<file path="src/hdl/smac_pkg.sv">
`timescale 1ns / 1ps
`default_nettype none
// ----------------------------------------------------------------------------
// Sliding median cost package
// Shared sizes and the command word broadcast to the sorted cell chain.
// ----------------------------------------------------------------------------
package smac_pkg;

   localparam int WINDOW_MAX  = 64;
   localparam int SAMPLE_BITS = 16;
   localparam int COST_BITS   = 22;
   localparam int WIN_BITS    = $clog2(WINDOW_MAX + 1);
   localparam int IDX_BITS    = (WINDOW_MAX > 1) ? $clog2(WINDOW_MAX) : 1;

   typedef struct packed {
      logic                   clear;
      logic                   remove;
      logic                   insert;
      logic [SAMPLE_BITS-1:0] value;
   } cell_cmd_type;

endpackage
`default_nettype wire

</file>
<file path="src/hdl/smac_cell.sv">
`timescale 1ns / 1ps
`default_nettype none
// ----------------------------------------------------------------------------
// Sorted window cell
// Holds one sorted entry, shifts with its neighbours on removal and
// insertion, and adds its deviation to the running cost chain.
// ----------------------------------------------------------------------------
module smac_cell (
   input  wire logic                                clock,
   input  wire logic                                reset,
   input  wire smac_pkg::cell_cmd_type              cmd,
   input  wire logic [smac_pkg::SAMPLE_BITS-1:0]    median,
   input  wire logic [smac_pkg::SAMPLE_BITS-1:0]    prev_value,
   input  wire logic                                prev_valid,
   input  wire logic                                prev_gt,
   input  wire logic [smac_pkg::COST_BITS-1:0]      prev_acc,
   input  wire logic [smac_pkg::SAMPLE_BITS-1:0]    next_value,
   input  wire logic                                next_valid,
   output logic      [smac_pkg::SAMPLE_BITS-1:0]    value,
   output logic                                     valid,
   output logic                                     gt,
   output logic      [smac_pkg::COST_BITS-1:0]      acc
);

   logic [smac_pkg::SAMPLE_BITS-1:0] value_ff, value_in;
   logic                             valid_ff, valid_in;
   logic [smac_pkg::COST_BITS-1:0]   acc_ff, acc_in;
   logic [smac_pkg::SAMPLE_BITS-1:0] diff;
   logic                             shift_left;

   assign gt         = !valid_ff || (value_ff > cmd.value);
   assign shift_left = valid_ff && (value_ff >= cmd.value);
   assign diff       = (value_ff >= median) ? (value_ff - median) : (median - value_ff);

   always_comb begin
      value_in = value_ff;
      valid_in = valid_ff;
      if (cmd.clear) begin
         valid_in = 1'b0;
      end else if (cmd.remove && shift_left) begin
         value_in = next_value;
         valid_in = next_valid;
      end else if (cmd.insert && gt) begin
         if (prev_gt) begin
            value_in = prev_value;
            valid_in = prev_valid;
         end else begin
            value_in = cmd.value;
            valid_in = 1'b1;
         end
      end
      acc_in = prev_acc + (valid_ff ?
               {{(smac_pkg::COST_BITS - smac_pkg::SAMPLE_BITS){1'b0}}, diff} :
               {smac_pkg::COST_BITS{1'b0}});
   end

   always_ff @(posedge clock) begin
      if (reset) begin
         valid_ff <= 1'b0;
      end else begin
         valid_ff <= valid_in;
      end
      value_ff <= value_in;
      acc_ff   <= acc_in;
   end

   assign value = value_ff;
   assign valid = valid_ff;
   assign acc   = acc_ff;

endmodule
`default_nettype wire
</file>
<file path="config.mk">
export PLATFORM = sky130hd
export DESIGN_NAME = smac_cell
export DESIGN_NICKNAME = d
export VERILOG_FILES = /design/src/hdl/smac_pkg.sv /design/src/hdl/smac_cell.sv
export SDC_FILE = /design/constraint.sdc
export NUM_CORES = 1
export LEC_CHECK = 0
export BUFFER_PORTS_ARGS = -buffer_cell sky130_fd_sc_hd__buf_2
export CAP_MARGIN = 30
export CORE_MARGIN = 2
export CORE_UTILIZATION = 30
export CTS_CLUSTER_SIZE = 8
export DETAILED_ROUTE_END_ITERATION = 12
export HOLD_SLACK_MARGIN = 0.02
export PLACE_DENSITY = 0.63
export SLEW_MARGIN = 40
export SYNTH_ARGS = -nofsm -noshare
export SYNTH_HDL_FRONTEND = slang
export SYNTH_SLANG_ARGS = --single-unit
</file>
<file path="constraint.sdc">
create_clock -name clock -period 11.9 [get_ports clock]
set_input_delay 2.38 -clock clock [delete_from_list [all_inputs] [get_ports clock]]
set_output_delay 2.38 -clock clock [all_outputs]
set_load 0.05 [all_outputs]
</file>
# Yosys cells after proc, flatten, opt, wreduce, memory -nomap -nowiden

Cells that the tools add are included.

Order comparisons: 3
Reductions and logical operators: 8
Mux-type cells: 8
$add $sub $neg: 3
Bitwise operators: 1

Operator list:

| cell              | number |
|---|---|
| $mux 16           | 5 |
| $ge 16x16->1      | 2 |
| $sub 16x16->16    | 2 |
| $add 22x16->22    | 1 |
| $gt 16x16->1      | 1 |
| $logic_and 1x1->1 | 3 |
| $mux 1            | 3 |
| $reduce_and 2->1  | 1 |
| $reduce_bool 2->1 | 1 |
| $reduce_or 2->1   | 1 |
| $logic_not 1->1   | 1 |
| $logic_or 1x1->1  | 1 |
| $not 1->1         | 1 |

Input bits: 94
Logic and storage cells: 26
Output and inout bits: 40
Flip-flop bits (word level): 39

# Depth between registers and ports, before layout

Depth after elaboration: 5
Depth in mapped cells: 22
Gate-level depth less buffers: 21

# Worst setup path before layout

Ideal clock, no wire load.

Path type: input to output
Start: input cmd[1] (netlist bit)
End: output gt
Cell stages on the path: 9
Required time: 9.520 ns
Path slack: 5.117 ns
Buffers on the path: 0
Arrival time: 4.403 ns
Cells stage by stage: inv_1 ha_1 nor2b_1 o21a_1 o21a_1 o21bai_1 a21oi_1 nor3b_1 o21ai_0

Longest elaborated chain between the ends: 2

Ends and longest elaborated chain:

| what               | RTL line        | text |
|---|---|---|
| start: declaration | smac_cell.sv:11 | `input wire smac_pkg::cell_cmd_type cmd,` |
| $gt 16x16->1       | smac_cell.sv:31 | `assign gt = !valid_ff \|\| (value_ff > cmd.value);` |
| $logic_or 1x1->1   | smac_cell.sv:31 |  |
| end: declaration   | smac_cell.sv:21 | `output logic gt,` |

Every way passes these cells.

# Worst setup path after layout

Start: input median[0] (netlist bit)
End: register acc_ff, in the netlist acc[20]

Longest elaborated chain between the ends: 4
Elaborated cells on any way between the ends: 6
Classes of those cells: add/sub (3); order compare (1); mux (2)

Ends and longest elaborated chain:

| what                                                  | RTL line        | text |
|---|---|---|
| start: declaration                                    | smac_cell.sv:12 | `input wire logic [smac_pkg::SAMPLE_BITS-1:0] median,` |
| $sub 16x16->16 / $ge 16x16->1 (equally long branches) | smac_cell.sv:33 | `assign diff = (value_ff >= median) ? (value_ff - median) : (median - value_ff);` |
| $mux 16 *                                             | smac_cell.sv:33 |  |
| $mux 16 *                                             | smac_cell.sv:52 | `acc_in = prev_acc + (valid_ff ?` |
| $add 22x16->22 *                                      | smac_cell.sv:52 |  |
| named net acc_in (one bit)                            | smac_cell.sv:27 | `logic [smac_pkg::COST_BITS-1:0] acc_ff, acc_in;` |
| end signal: assignment                                | smac_cell.sv:64 | `acc_ff <= acc_in;` |
| end: declaration                                      | smac_cell.sv:27 |  |

The timed path passes the listed nets; every way through them passes the cells marked *.
A chain may end at the register's enable or synchronous reset.

==> results_dict.tcl <==
set metrics [dict create \
    status "finished clean" \
    cts-htree-levels 2 \
    clk_latency_ns 0.30 \
    worstSetupStartpointType "input port" \
    synth_cell_types 70 \
    synthCells 561 \
    synth_most_common_cell "ha_1" \
    cts_resized 0 \
    row_count 45 \
    dieArea_mm2 0.0162 \
    min_to "valid$_SDFFE_PP0N_" \
    intPower_uw 356 \
    numPortBuffers 133 \
    r2r_end "acc[20]$_DFF_P_" \
    r2r_setup_slack_ns 6.93 \
    timing.slew.headroom_pct 43.5 \
    cts_post_setup_buffers_inserted 0 \
    drive_gt1_share_pct 25.7 \
    max_stage_delay_ns 0.46 \
    die_y_um 127 \
    seqPwrFrac_pct 28.0 \
    min_path_type "reg -> reg" \
    r2r-start "value[0]$_DFFE_PP_" \
    synth.top_cells.by_count "ha_1, inv_1, nand2_1, a21oi_1, o21ai_0" \
    fin_nets 843 \
    p_switching_uw 220 \
    grt_max_degree 33 \
    worstPathArrival_ns 6.79 \
    crit_chain "buf_2, ha_1, inv_1, fa_1, a211oi_2, nor2_1, o211ai_4, a21o_1, nand2_4, mux2_4, a211oi_2, mux2i_1, ha_1, a21oi_1, o21ai_1, a21o_1, a31oi_1, o21ai_0, or4b_1, o311ai_0" \
    hold_violations 0 \
    antenna_left 0 \
    leakagePower_uw 0.00274 \
    cts_buffers 5 \
    reg2reg_depth 20 \
    drc_errors 0 \
    place_area_mm2 0.00535 \
    vias_per_cell 5.06 \
    first_global_vias 4206 \
    synth.avg_cell_area_um2 8.11 \
    finalWirelength_mm 12.5 \
    hold_start "valid$_SDFFE_PP0N_" \
    synth_edf_count 16 \
    initial_core_util_pct 30.3 \
    synth_flop_cell "dfxtp_1" \
    cap_violations 0 \
    rsz0062_at_grt "no" \
    clock-skew-final_ns 0.00731 \
    grt_use_total_pct 15.6 \
    final_max_slew_viol_count 0 \
    synth-seq-area-share_pct 20.7 \
    fp.dieW_um 127 \
    finalSetupViolCount 0 \
    critPathRequiredTime_ns 12.09 \
    io_pins 134 \
    vdd_ir_drop_max_v 0.0000465 \
    num_antenna_cells 0 \
    area_delta_synth_final_pct 21.8 \
    first_iter_violations 325 \
    clockRootBuffer "clkbuf_16" \
    grt_overflow 0 \
    synth.top_cell.area_share_pct 17.3 \
    cp-end-kind "flip-flop" \
    clkTransAtPathRegs_ns 0.06 \
    synth.ff_latch_count 39 \
    drt-pass1-iter-count 5 \
    power_density_mw_per_mm2 104 \
    antenna_found_initial 0 \
    cts_tree "done" \
    cts.path.max_buffers 2 \
    synth_top_area_cell "ha_1" \
    ys_warn_count 0 \
    tightestPinTransition_ns 0.848 \
    vias 4416 \
    wl_per_cell_um 14.3 \
    cts_sinks 39 \
    slowest_stage "or4b_1" \
    whs_path_depth 2 \
    path_class "in -> reg" \
    swShare_pct 38.2 \
    syn_area_mm2 0.00455 \
    crit_family "compound AO/OA/AOI/OAI gates" \
    n_fill_cell 1604 \
    core_area_mm2 0.0150 \
    max_clock_freq_mhz 152 \
    fin_area_mm2 0.00554 \
    synth.top_cells.by_area "ha_1, edfxtp_1, dfxtp_1" \
    gp_congestion 0.926 \
    p_comb_share_pct 42.0 \
    min_period_ns 6.60 \
    worstPathMaxFanout 10 \
    final.setup.tns_ns 0 \
    crit_buf_inv 2 \
    fin_crit_sh_pct 55.5 \
    synth_fp_nets 721 \
    hold_buffers 0 \
    pwr-share-clk_pct 30.0 \
    hpwl_mm 10.5 \
    grt_pass1_wl_mm 20.4 \
    async_flop_share_pct 0 \
]
## cell type report
class | count | area [um^2] | area share (%)
Multi-Input combinational cell | 444 | 3280 | 59.2
Sequential cell | 39 | 941 | 17.0
Timing Repair Buffer | 134 | 673 | 12.1
Tap cell | 188 | 235 | 4.24
Inverter | 59 | 221 | 4.00
Clock buffer | 7 | 158 | 2.84
Clock inverter | 1 | 30.0 | 0.542
## stage by stage
step	hold WS, ns	setup WS (ns)	std cells	total power (uW)	util [%]
floorplan	0.967	5.12	561	344	-
global placement	0.774	5.08	864	405	35.6
detailed placement	0.777	5.00	864	405	35.6
CTS	0.786	5.29	872	582	36.9
global route	0.857	4.85	872	612	36.9
finish	0.788	5.30	872	576	36.9
## power groups by stage
| stage | logic, uW | clock network [uW] | registers (uW) |
|---|---|---|---|
| 6_report | 242 | 173 | 161 |
| 5_1_grt | 265 | 184 | 163 |
| 4_1_cts | 242 | 179 | 161 |
| 3_5_place_dp | 241 | 0 | 164 |
| 3_3_place_gp | 241 | 0 | 164 |
| 2_1_floorplan | 132 | 0 | 212 |
## worst max-delay path by stage
stage,cells past startpoint,slack [ns],from,to
after floorplan,9,5.12,cmd[1],gt
after global placement,20,5.08,median[0],acc[20]$_DFF_P_
after detailed placement,20,5.00,median[0],acc[20]$_DFF_P_
after CTS,20,5.29,median[0],acc[20]$_DFF_P_
after global routing,20,4.85,median[0],acc[20]$_DFF_P_
final,20,5.30,median[0],acc[20]$_DFF_P_
## layout by cell type, fill, tap and decap left out, types with 9 or more instances in the layout
cell type / instances
edfxtp_1: 16
nand2_1: 53
nand3_1: 11
nor3_1: 15
a21oi_1: 46
mux2_2: 19
inv_1: 59
o21ai_0: 37
dfxtp_1: 23
a21o_1: 21
buf_2: 133
nor2_1: 27
and3_1: 9
ha_1: 63
xnor2_1: 19
## kinds of logic (layout without fill, tap and decap cells)
family / after synthesis / count (layout) / synth area share, %
AND/OR/NAND/NOR: 148 / 148 / 16.1
AO/OA/AOI/OAI: 177 / 177 / 25.8
flip-flops: 39 / 39 / 20.7
XOR/XNOR: 26 / 26 / 5.01
adder cells (fa/ha/maj): 66 / 66 / 18.6
multiplexers: 27 / 27 / 6.57
buffers and inverters: 78 / 201 / 7.15
## flip-flops by register name (all words and copies together) (netlist names)
| register | flops |
|---|---|
| value | 16 |
| valid | 1 |
| acc | 22 |
## layer usage
layer	wire (um)	part of all wire, %	GRT usage (%)	vias to the layer above
met5	0	0	0	-
met4	180	1.4	3.68	0
met3	817	6.5	3.48	15
met2	5590	45	25.6	155
met1	5920	47	20.9	1972
li1	-	-	-	2274
## worst min-delay path, cell delays in order, from the launching register on
cell and delay [ns]:
dfxtp_1 0.48, a21oi_1 0.19, a2111oi_0 0.07
No activity file was read; power rests on OpenSTA's default activity.
