===== src/hdl/smac_ram.sv =====
`timescale 1ns / 1ps
`default_nettype none
// ----------------------------------------------------------------------------
// Generic RAM
// One write port and one read port with registered read data.
// ----------------------------------------------------------------------------
module smac_ram #(
   parameter int WIDTH = 16,
   parameter int DEPTH = 64
) (
   input  wire logic                                         clock,
   input  wire logic                                         wr_en,
   input  wire logic [((DEPTH > 1) ? $clog2(DEPTH) : 1)-1:0] wr_addr,
   input  wire logic [WIDTH-1:0]                             wr_data,
   input  wire logic [((DEPTH > 1) ? $clog2(DEPTH) : 1)-1:0] rd_addr,
   output logic      [WIDTH-1:0]                             rd_data
);

   logic [WIDTH-1:0] mem_ff [DEPTH];

   always_ff @(posedge clock) begin
      if (wr_en) begin
         mem_ff[wr_addr] <= wr_data;
      end
      rd_data <= mem_ff[rd_addr];
   end

endmodule
`default_nettype wire


===== config.mk =====
export PLATFORM = sky130hd
export DESIGN_NAME = smac_ram
export DESIGN_NICKNAME = d
export VERILOG_FILES = /design/src/hdl/smac_ram.sv
export SDC_FILE = /design/constraint.sdc
export NUM_CORES = 1
export LEC_CHECK = 0
export BUFFER_PORTS_ARGS = -buffer_cell sky130_fd_sc_hd__clkbuf_2
export CELL_PAD_IN_SITES_DETAIL_PLACEMENT = 1
export CELL_PAD_IN_SITES_GLOBAL_PLACEMENT = 1
export CORE_MARGIN = 2
export CORE_UTILIZATION = 30
export DETAILED_ROUTE_END_ITERATION = 10
export PLACE_DENSITY_LB_ADDON = 0.08
export RECOVER_POWER = 100
export SYNTH_ARGS = -nofsm -noshare
export SYNTH_HDL_FRONTEND = slang
export SYNTH_SLANG_ARGS = --single-unit

===== constraint.sdc =====
create_clock -name clock -period 6.6 [get_ports clock]
set_input_delay 0.33 -clock clock [delete_from_list [all_inputs] [get_ports clock]]
set_output_delay 0.33 -clock clock [all_outputs]
set_load 0.02 [all_outputs]

Word level (Yosys, flattened, before mapping):

Memories as Yosys holds them, arrays and structs flattened. A register that Yosys moved wholly into a read port is not among the register bits.
Index checks and enable logic that the tools add are counted.
Widths: inputs -> output; s select.

* muxes and demuxes: 2

Operators with widths (count)
* $mux 1: 2

* logic and storage cells: 3
* bits in registers: 0
* RAM bits: 1024
* memories: 1
* output and inout port bits: 16
* bits of input ports: 30

Memory list
* mem_ff: words 64, bits a word 16, read ports 1, clocked after memory_dff 1, write ports 1, RTL line 19 `logic [WIDTH-1:0] mem_ff [DEPTH];`

Logic depth before layout (Yosys ltp):

Gate-level depths: netlist of run 1.

* word-level depth: 2
* gate-level depth with buffers: 10
* depth with buffers taken out: 5

Worst setup path before layout of run 1:

OpenSTA, ideal clock, no wires.

* kind: input port to flip-flop
* start: input wr_addr[3] (netlist name)
* end: memory mem_ff[48][0], enable pin
* setup time: 0.409 ns
* slack: 4.235 ns
* buffers on the path: 1
* stages on the path: 4
* data required time: 6.191 ns
* arrival time: 1.956 ns
* cells stage by stage: clkbuf_1 -> nor2b_1 -> nand4b_1 -> nor3_1

RTL lines
* start, declared: RTL line 13 `input wire logic [((DEPTH > 1) ? $clog2(DEPTH) : 1)-1:0] wr_addr,`
* end, declared: RTL line 19

No word-level cell before the write port.

==> results of run 1 <==
per-stage QoR:
stage	cell area (sq um)	total power, uW	std cells
after detailed placement	42650	8238	3641
final	46010	14440	3862
after global routing	46000	14910	3858
after CTS	46380	14650	3858
after floorplan	40040	7858	1829
after global placement	42650	8226	3641
state kept, by name, summed over array words and instances (netlist names):
register and flops:
rd_data 16, mem_ff 1024
report_power, final:
| part | internal, uW | leakage (uW) | switching [uW] | total (uW) |
|---|---|---|---|---|
| logic | 228 | 0.00294 | 489 | 717 |
| clock network | 3710 | 0.00184 | 2650 | 6360 |
| registers | 7330 | 0.00935 | 27.8 | 7360 |
| total | 11300 | 0.0141 | 3170 | 14400 |
worst max-delay path by stage:
stage	from	end	slack, ns
6_report	rd_addr[0]	rd_data[1]	2.29
5_1_grt	rd_addr[0]	rd_data[1]	1.77
4_1_cts	rd_addr[2]	rd_data[5]	3.49
3_5_place_dp	rd_addr[2]	rd_data[5]	2.70
3_3_place_gp	rd_addr[2]	rd_data[5]	2.73
2_1_floorplan	wr_addr[3]	mem_ff[48][0]	4.24
final cells by class:
type / instances / area, sq um / area share, %
timing repair buffer: 148 / 730.7 / 1.588
multi-input combinational: 685 / 8250 / 17.93
sequential: 1040 / 31070 / 67.53
clock inverter: 70 / 578.1 / 1.256
antenna: 4 / 10.01 / 0.02176
clock buffer: 147 / 3157 / 6.861
tap: 1768 / 2212 / 4.808
kinds of logic (layout without fill, tap and decap cells):
family                 after synthesis  after routing
AOI/OAI and AO/OA                  129            129
buffers and inverters              104            365
DFF                               1040           1040
muxes                              336            336
other                                0              4
and+or+nand+nor                    220            220
placed cells by master (no fill, tap or decap), types with 19 or more instances in the layout:
master	synthesis	final
clkbuf_2	2	19
clkbuf_1	24	125
clkinv_1	0	30
nand3_1	24	24
clkinv_2	0	25
clkbuf_16	0	122
mux2i_1	85	85
edfxtp_1	1024	1024
mux2_2	27	26
nand2_1	59	59
nor2_1	72	67
nor2b_1	30	28
mux4_2	220	220
a22oi_1	39	39
worst max-delay path, delay by kind of cell:
family	cells	cell delay [ns]
buffers and inverters	2	2.33
muxes	2	1.12
AOI/OAI and AO/OA	3	0.95
routing by layer:
| layer | vias up | global-route usage [%] | wire length (um) |
|---|---|---|---|
| met5 | - | 0 | 27 |
| met4 | 4 | 5.392 | 3113 |
| met3 | 152 | 2.784 | 5248 |
| met2 | 419 | 29.55 | 58850 |
| met1 | 10517 | 24.00 | 53100 |
| li1 | 8022 | - | - |
==> run metrics, run 1 <==
status=finished, violations left; failing checks=max-capacitance violations, max-slew violations; startpoint types=primary input; CTS resizes=0; most common cell in the netlist=edfxtp_1; IO buf count=45; WP data arrival=4.88 ns; GPL Wtd Cong=0.7393; unrepaired setup endpoints after global routing=false; htree depth=3; EDFF count, synth=1024; Clock Latency Late Sink=0.73 ns; synth warn=0; first-pass GRT wire length=168.0 mm; syn avg cell area=21.89 sq um; R2R Path Start=mem_ff[7][1]; slew margin rel.=-156.2%; Peak VDD IR=185.5 uV; Hold Path Class=primary input to flip-flop; async set-reset flop share out of synthesis=0%; most frequent cells after synthesis=edfxtp_1, mux4_2, mux2i_1, nor2_1, nand2_1; CP Max Fanout=57; cell area after synthesis=40040 sq um; die footprint=136400 sq um; syn_nets=1859; num ports=46; CP max-delay cell=clkbuf_2; main combinational cell family by area after synthesis=multiplexers; pre-CTS setup slack=2.697 ns; cells along the critical path=buf_8, clkbuf_2, mux4_2, mux2i_1, a22oi_1, a31oi_1, a311oi_1; maximum clock insertion buffer count=3; top-area cell type share of the netlist area=76.79%; layout cells sized above 1=22.44%; Nets=2022; Slew @ Worst Pin=3.843 ns; mux cell area share after synthesis=15.52%; die height=369.3 um; Leakage=0.01412 uW; Area contributors post-synth=edfxtp_1, mux4_2, mux2i_1; Worst Skew=0.02979 ns; clock sink count=1040; hold buffers post-CTS=0; Yosys reg bits=1040; Synth Area in XOR/XNOR=0%; postcts setup bufs=0; Setup CP Type=primary input to flip-flop; Final HPWL DP=70.49 mm; R2R Setup Slk=4.20 ns; Routed Antenna Nets=0; Setup Viol. Count Final=0; via count of the routed design=19114; Area Overhead vs Synth=14.90%; Final Hold Fails=0; post-synthesis compound-gate area fraction=2.409%; overall routing resource usage=17.79%; Post-Synth Simple-Gate Area=2.647%; DR vias/cell=4.949; post-synthesis cell count=1829; filler instances=12918; final WL=120.3 mm; setup ws final=2.285 ns; TNS Setup=0 ns; total gr overflow=0; Hold Path Depth=3; TritonCTS clock tree=built; PwrDens=313.8 nW/um^2; min cycle time layout=4.315 ns; maximum clock rate=231.8 MHz; total of max-cap violations=30; sequential share of the synthesized area=77.59%; Finished Core Util=34.60%; Max stage delay on crit path=1.89 ns; root buf cell=clkbuf_16; Cell variety after synth=43; DRC errors left=0; CP Capture Type=flip-flop; Worst-path clk slew=0.06 ns; core area=133000 sq um; WL per Instance=31.16 um; row count=134; Hold Crit Start=rd_addr[5]; Post-synth top flop=edfxtp_1; post-synth top area cell=edfxtp_1; first-pass detailed-route iteration total=5; drt initial violations=1379; largest net degree at the start of global routing=102; Slew Viols, Final=1319; Hold WS=0.4443 ns; Initial Utilization=30.12%; Req. time, crit path=7.16 ns; worst reg-to-reg path cell count=5; initial antenna violation count=14; hold worst-path end=rd_data[15]; vias in the first global route=20615; reg-to-reg endpoint=rd_data[1]; CTS Buf Count=117; Final Cycle Share=65.37%; post-synthesis adder-cell area fraction=0%; die width=369.3 um
(Power assumes the default switching activity.)
==> run 2: changes to the inputs <==
- clock period: 6.6 -> 4.3 ns (I/O delays scaled with it)
==> run 2 against run 1 <==
  * The run still ends with max-capacitance violations, max-slew violations left
  * Cell area hardly changed
  * Critical path depth did not move
  * Wire length shrank 0.87%
  * Power is 50% higher
  * Sequential power grew 54%
  * Worst setup slack worse by 1.3 ns
  * Clock-buffer cell count increased by 18
  * Critical endpoint is now rd_data[0]
  * Largest power group unchanged
==> run metrics, run 2 (synthesis gave the netlist of run 1 again) <==
NetSw=4804 uW (+52%); clock sink count=1040 (unchanged); Tot Pwr=21690 uW (+50%); CP top delay family=buffers and inverters; status=finished, violations left; Setup Viol. Count Final=0 (unchanged); R2R Path Start=mem_ff[28][0]; core area=133000 sq um (unchanged); startpoint types=primary input; IO buf count=45 (unchanged); Final Cycle Share=76.27%; total of max-cap violations=25 (-17%); CTS Buf Count=117 (unchanged); Hold Crit Start=wr_addr[2]; maximum clock insertion buffer count=3 (unchanged); largest register by flop count=mem_ff; TNS Setup=0 ns (unchanged); Area Overhead vs Synth=14.89% (about the same); row count=134 (unchanged); Worst-path clk slew=0.06 ns (about the same); Final HPWL DP=74.59 mm (+5.8%); Pint=16880 uW (+50%); WP data arrival=3.83 ns (-1.05 ns); unrepaired setup endpoints after global routing=false; total gr overflow=0 (unchanged); Slew Viols, Final=1003 (-24%); root buf cell=clkbuf_16; overall routing resource usage=17.60% (-0.19 points); failing checks=max-capacitance violations, max-slew violations; Req. time, crit path=4.85 ns (-2.31 ns); most frequent cells in the layout=edfxtp_1, mux4_2, clkbuf_1; CP Capture Type=flip-flop; hold worst-path end=mem_ff[54][5]; commonest non-fill, non-tap cell in the layout=edfxtp_1; WL per Instance=30.70 um (-1.5%); Max stage delay on crit path=0.98 ns (-0.91 ns); Hold Path Depth=3 (unchanged); die height=369.3 um (unchanged); largest registers=mem_ff (1024), rd_data (16); postcts setup bufs=0 (unchanged); Routed Antenna Nets=0 (unchanged); combinational fraction of design power=5.2% (+0.2 points); die width=369.3 um (unchanged); Peak VDD IR=292.9 uV (+58%); Slew @ Worst Pin=3.678 ns (-0.1640 ns); Final Hold Fails=0 (unchanged); first-pass GRT wire length=167.0 mm (-0.60%); Initial Utilization=30.12% (unchanged); slew margin rel.=-145.2% (+11 points); via count of the routed design=19005 (-0.57%); initial antenna violation count=7 (-7); GPL Wtd Cong=0.7612 (+3.0%); vias in the first global route=20502 (-0.55%); Hold Path Class=primary input to flip-flop; Finished Core Util=34.60% (about the same); worst reg-to-reg path cell count=5 (unchanged); Clock Latency Late Sink=0.74 ns (about the same); maximum clock rate=304.9 MHz; die footprint=136400 sq um (unchanged); Sw Ratio=22.15% (+0.23 points); sequential power share=52.1% (+1.1 points); Setup CP Type=primary input to flip-flop; Buf/Inv on CP=3 (+1); num ports=46 (unchanged); drt initial violations=1472 (+6.7%); Nets=2052 (+1.5%); TritonCTS clock tree=built; htree depth=3 (unchanged); cells along the critical path=buf_8, clkbuf_1, buf_4, mux4_2, a211o_1, a31oi_1, a311oi_1; clock power share=42.7% (-1.3 points); Worst Skew=0.03051 ns (+0.0007121 ns); largest net degree at the start of global routing=65 (-36%); DR vias/cell=4.891 (-1.2%); R2R Setup Slk=1.78 ns (-2.42 ns); first-pass detailed-route iteration total=5 (unchanged); Leakage=0.01409 uW (-0.24%); reg-to-reg endpoint=rd_data[0]; DRC errors left=0 (unchanged); layout cells sized above 1=21.73% (-0.71 points); CP Max Fanout=43 (-25%); final WL=119.3 mm (-0.87%); min cycle time layout=3.280 ns; PwrDens=471.4 nW/um^2 (+50%); max reg flops=1024 (unchanged); CP max-delay cell=clkbuf_1
[run 2: worst max path at each step]
| stage | start | endpoint | slack (ns) | cells past startpoint |
|---|---|---|---|---|
| 3_5_place_dp | rd_addr[0] | rd_data[0] | 0.87 | 7 |
| 4_1_cts | rd_addr[0] | rd_data[0] | 1.68 | 7 |
| 6_report | rd_addr[0] | rd_data[0] | 1.02 | 7 |
| 3_3_place_gp | rd_addr[1] | rd_data[2] | 0.87 | 6 |
| 5_1_grt | wr_data[3] | mem_ff[51][3] | 0.85 | 3 |
| 2_1_floorplan | wr_addr[3] | mem_ff[48][0] | 2.05 | 4 |
[run 2: area by class of cell]
class / instances / area [sq um]
multi-input combinational: 685 / 8249
antenna: 1 / 2.502
tap: 1768 / 2212
sequential: 1040 / 31070
clock inverter: 49 / 320.3
clock buffer: 165 / 3172
timing repair buffer: 178 / 979.7
fill: 12881 / 86950
[run 2: power by group through the flow]
stage | Combinational, uW | Sequential [uW] | Clock (uW)
after floorplan | 581 | 11500 | 0
after global placement | 1180 | 11500 | 0
after detailed placement | 1190 | 11500 | 0
after CTS | 1200 | 11300 | 9540
after global routing | 1210 | 11300 | 9890
final | 1130 | 11300 | 9250
[run 2: metrics by stage]
| step | setup slack [ns] | hold WS [ns] | instance area, sq um | std cells |
|---|---|---|---|---|
| 6_report | 1.020 | 0.2056 | 46010 | 3886 |
| 5_1_grt | 0.8458 | 0.2259 | 46000 | 3885 |
| 4_1_cts | 1.676 | 0.005716 | 46390 | 3885 |
| 3_5_place_dp | 0.8747 | 0.6430 | 42890 | 3670 |
| 3_3_place_gp | 0.8730 | 0.6520 | 42890 | 3670 |
| 2_1_floorplan | 2.050 | 0.3139 | 40040 | 1829 |
[run 2: tightest hold or removal path, delay by kind of cell]
kind	cells	cell delay, ns
buffers and inverters	1	0.22
and+or+nand+nor	2	0.29
[run 2: what timing repair did]
item	CTS	global route
hold buffers	1	0
gates resized for setup	0	0
endpoints found under the hold margin	14	0
[run 2: layer usage]
layer  part of all wire (%)  global-route usage (%)  vias up  wire length [um]
li1                       -                       -     8081                 -
met3                    3.4                   2.357      119              4000
met4                    1.8                   4.364        6              2162
met2                     49                   29.00      353             58400
met1                     46                   24.61    10446             54700
met5                  0.024                       0        -                29
==> run 3: changes to the inputs <==
- clock period: 4.3 -> 3.1 ns (I/O delays scaled with it)
==> run 3 against run 2 <==
  * The run still ends with max-capacitance violations, max-slew violations left
  * Hold slack lost 0.10 ns
  * Sequential power grew 38%
  * Sequential share of layout area shrank 1.3 points
  * Combinational power grew 43%
  * Clock skew grew 0.0076 ns
  * Sequential cell count is the same
  * Worst setup slack lost 0.45 ns
  * Clock power grew 51%
  * Non-clock buffer count grew 69
  * Clock-buffer cell count shrank 17
==> run metrics, run 3 (synthesis gave the netlist of run 1 again) <==
largest registers=mem_ff (1024), rd_data (16); Worst-path clk slew=0.06 ns (about the same); Setup Viol. Count Final=0 (unchanged); core area=133000 sq um (unchanged); IO buf count=45 (unchanged); Nets=2120 (+3.3%); postcts setup bufs=0 (unchanged); Final HPWL DP=74.45 mm (-0.19%); CP max-delay cell=clkbuf_1; CP Max Fanout=39 (-9.3%); Slew Viols, Final=687 (-32%); Setup CP Type=primary input to flip-flop; Final Cycle Share=81.53%; Leakage=0.01456 uW (+3.3%); overall routing resource usage=17.63% (+0.024 points); layout cells sized above 1=25.06% (+3.3 points); Worst path depth=2 (-5); WP data arrival=2.83 ns (-1.00 ns); initial antenna violation count=19 (+12); Initial Utilization=30.12% (unchanged); met2 WL post-DR=57.00 mm (-2.4%); maximum clock insertion buffer count=3 (unchanged); root buf cell=clkbuf_16; unrepaired setup endpoints after global routing=false; final WL=119.0 mm (-0.27%); Buf/Inv on CP=2 (-1); die height=369.3 um (unchanged); cells along the critical path=clkbuf_1, clkbuf_1; Slew @ Worst Pin=2.595 ns (-1.083 ns); pre-CTS setup slack=0.08072 ns (-0.7940 ns); Hold Path Depth=3 (unchanged); Worst Skew=0.03813 ns (+0.007623 ns); total gr overflow=0 (unchanged); via count of the routed design=19425 (+2.2%); Area Overhead vs Synth=17.13%; DR WL met3=5.164 mm (+29%); slew margin rel.=-73.03% (+72 points); DRC errors left=0 (unchanged); GPL Wtd Cong=0.7307 (-4.0%); min cycle time layout=2.527 ns; num ports=46 (unchanged); max reg flops=1024 (unchanged); most frequent cells in the layout=edfxtp_1, mux4_2, clkbuf_1; htree depth=3 (unchanged); total of max-cap violations=25 (unchanged); setup ws final=0.5726 ns (-0.4478 ns); Tot Pwr=31230 uW (+44%); Max stage delay on crit path=1.53 ns (+0.55 ns); drt initial violations=1504 (+2.2%); TritonCTS clock tree=built; worst reg-to-reg path cell count=6 (+1); highest routed layer=met5; first-pass GRT wire length=167.7 mm (+0.41%); largest net degree at the start of global routing=49 (-25%); PwrDens=665.9 nW/um^2 (+41%); DRT met1 WL=53.74 mm (-1.8%); maximum clock rate=395.7 MHz; TNS Setup=0 ns (unchanged); Hold WS=0.1060 ns (-0.09958 ns); CTS Buf Count=116 (-0.85%); WL per Instance=30.09 um (-2.0%); first-pass detailed-route iteration total=5 (unchanged); DR vias/cell=4.914 (+0.48%); Routed Antenna Nets=0 (unchanged); clock sink count=1040 (unchanged); commonest non-fill, non-tap cell in the layout=edfxtp_1; crit-path most repeated cell=clkbuf_1; status=finished, violations left; largest register by flop count=mem_ff; startpoint types=primary input; Layout Cells excl Fill=3953 (+1.7%); row count=134 (unchanged); Hold Path Class=primary input to flip-flop; Post-Place Cells=3738 (+1.9%); Final Hold Fails=0 (unchanged); CP Capture Type=flip-flop; die footprint=136400 sq um (unchanged); CP top delay family=buffers and inverters; die width=369.3 um (unchanged); Req. time, crit path=3.41 ns (-1.44 ns); vias in the first global route=21152 (+3.2%); Peak VDD IR=448.6 uV (+53%); failing checks=max-capacitance violations, max-slew violations; Clock Latency Late Sink=0.72 ns (-0.02 ns)
==> run 3: power breakdown <==
group | internal [uW] | switching [uW] | total, uW
logic | 565 | 1050 | 1620
clock network | 8270 | 5700 | 14000
registers | 15600 | 58.6 | 15600
==> run 3: metal layers <==
metal | vias to the layer above | GRT usage [%]
li1 | 8218 | -
met1 | 10640 | 24.06
met2 | 400 | 28.87
met3 | 155 | 2.945
met4 | 12 | 5.259
met5 | - | 0
==> run 3: path summary, 6_finish.rpt <==
check / from / to / slack, ns
max: wr_data[15] / mem_ff[55][15] / 0.57
min reg2reg: mem_ff[32][9] / rd_data[9] / 0.88
min: wr_addr[0] / mem_ff[45][6] / 0.11
max reg2reg: mem_ff[4][15] / rd_data[15] / 0.74
==> run 3: repair_timing <==
item | 4_1_cts | 5_1_grt
endpoints found under the hold margin | 38 | 0
hold buffers | 2 | 0
gates resized for setup | 0 | 0
==> run 3: cell type report <==
| type | instances | area, sq um |
|---|---|---|
| Clock buffer | 148 | 3136 |
| Sequential cell | 1040 | 31070 |
| Multi-Input combinational cell | 685 | 8269 |
| Tap cell | 1768 | 2212 |
| Fill cell | 12996 | 86050 |
| Clock inverter | 63 | 706.9 |
| Timing Repair Buffer | 247 | 1503 |
| Antenna cell | 2 | 5.005 |
==> run 3: metrics by stage <==
| step | util (%) | area, sq um |
|---|---|---|
| finish | 35.28 | 46900 |
| global route | 35.27 | 46900 |
| CTS | 35.58 | 47310 |
| detailed placement | 32.68 | 43450 |
| global placement | 32.68 | 43450 |
| floorplan | - | 40040 |
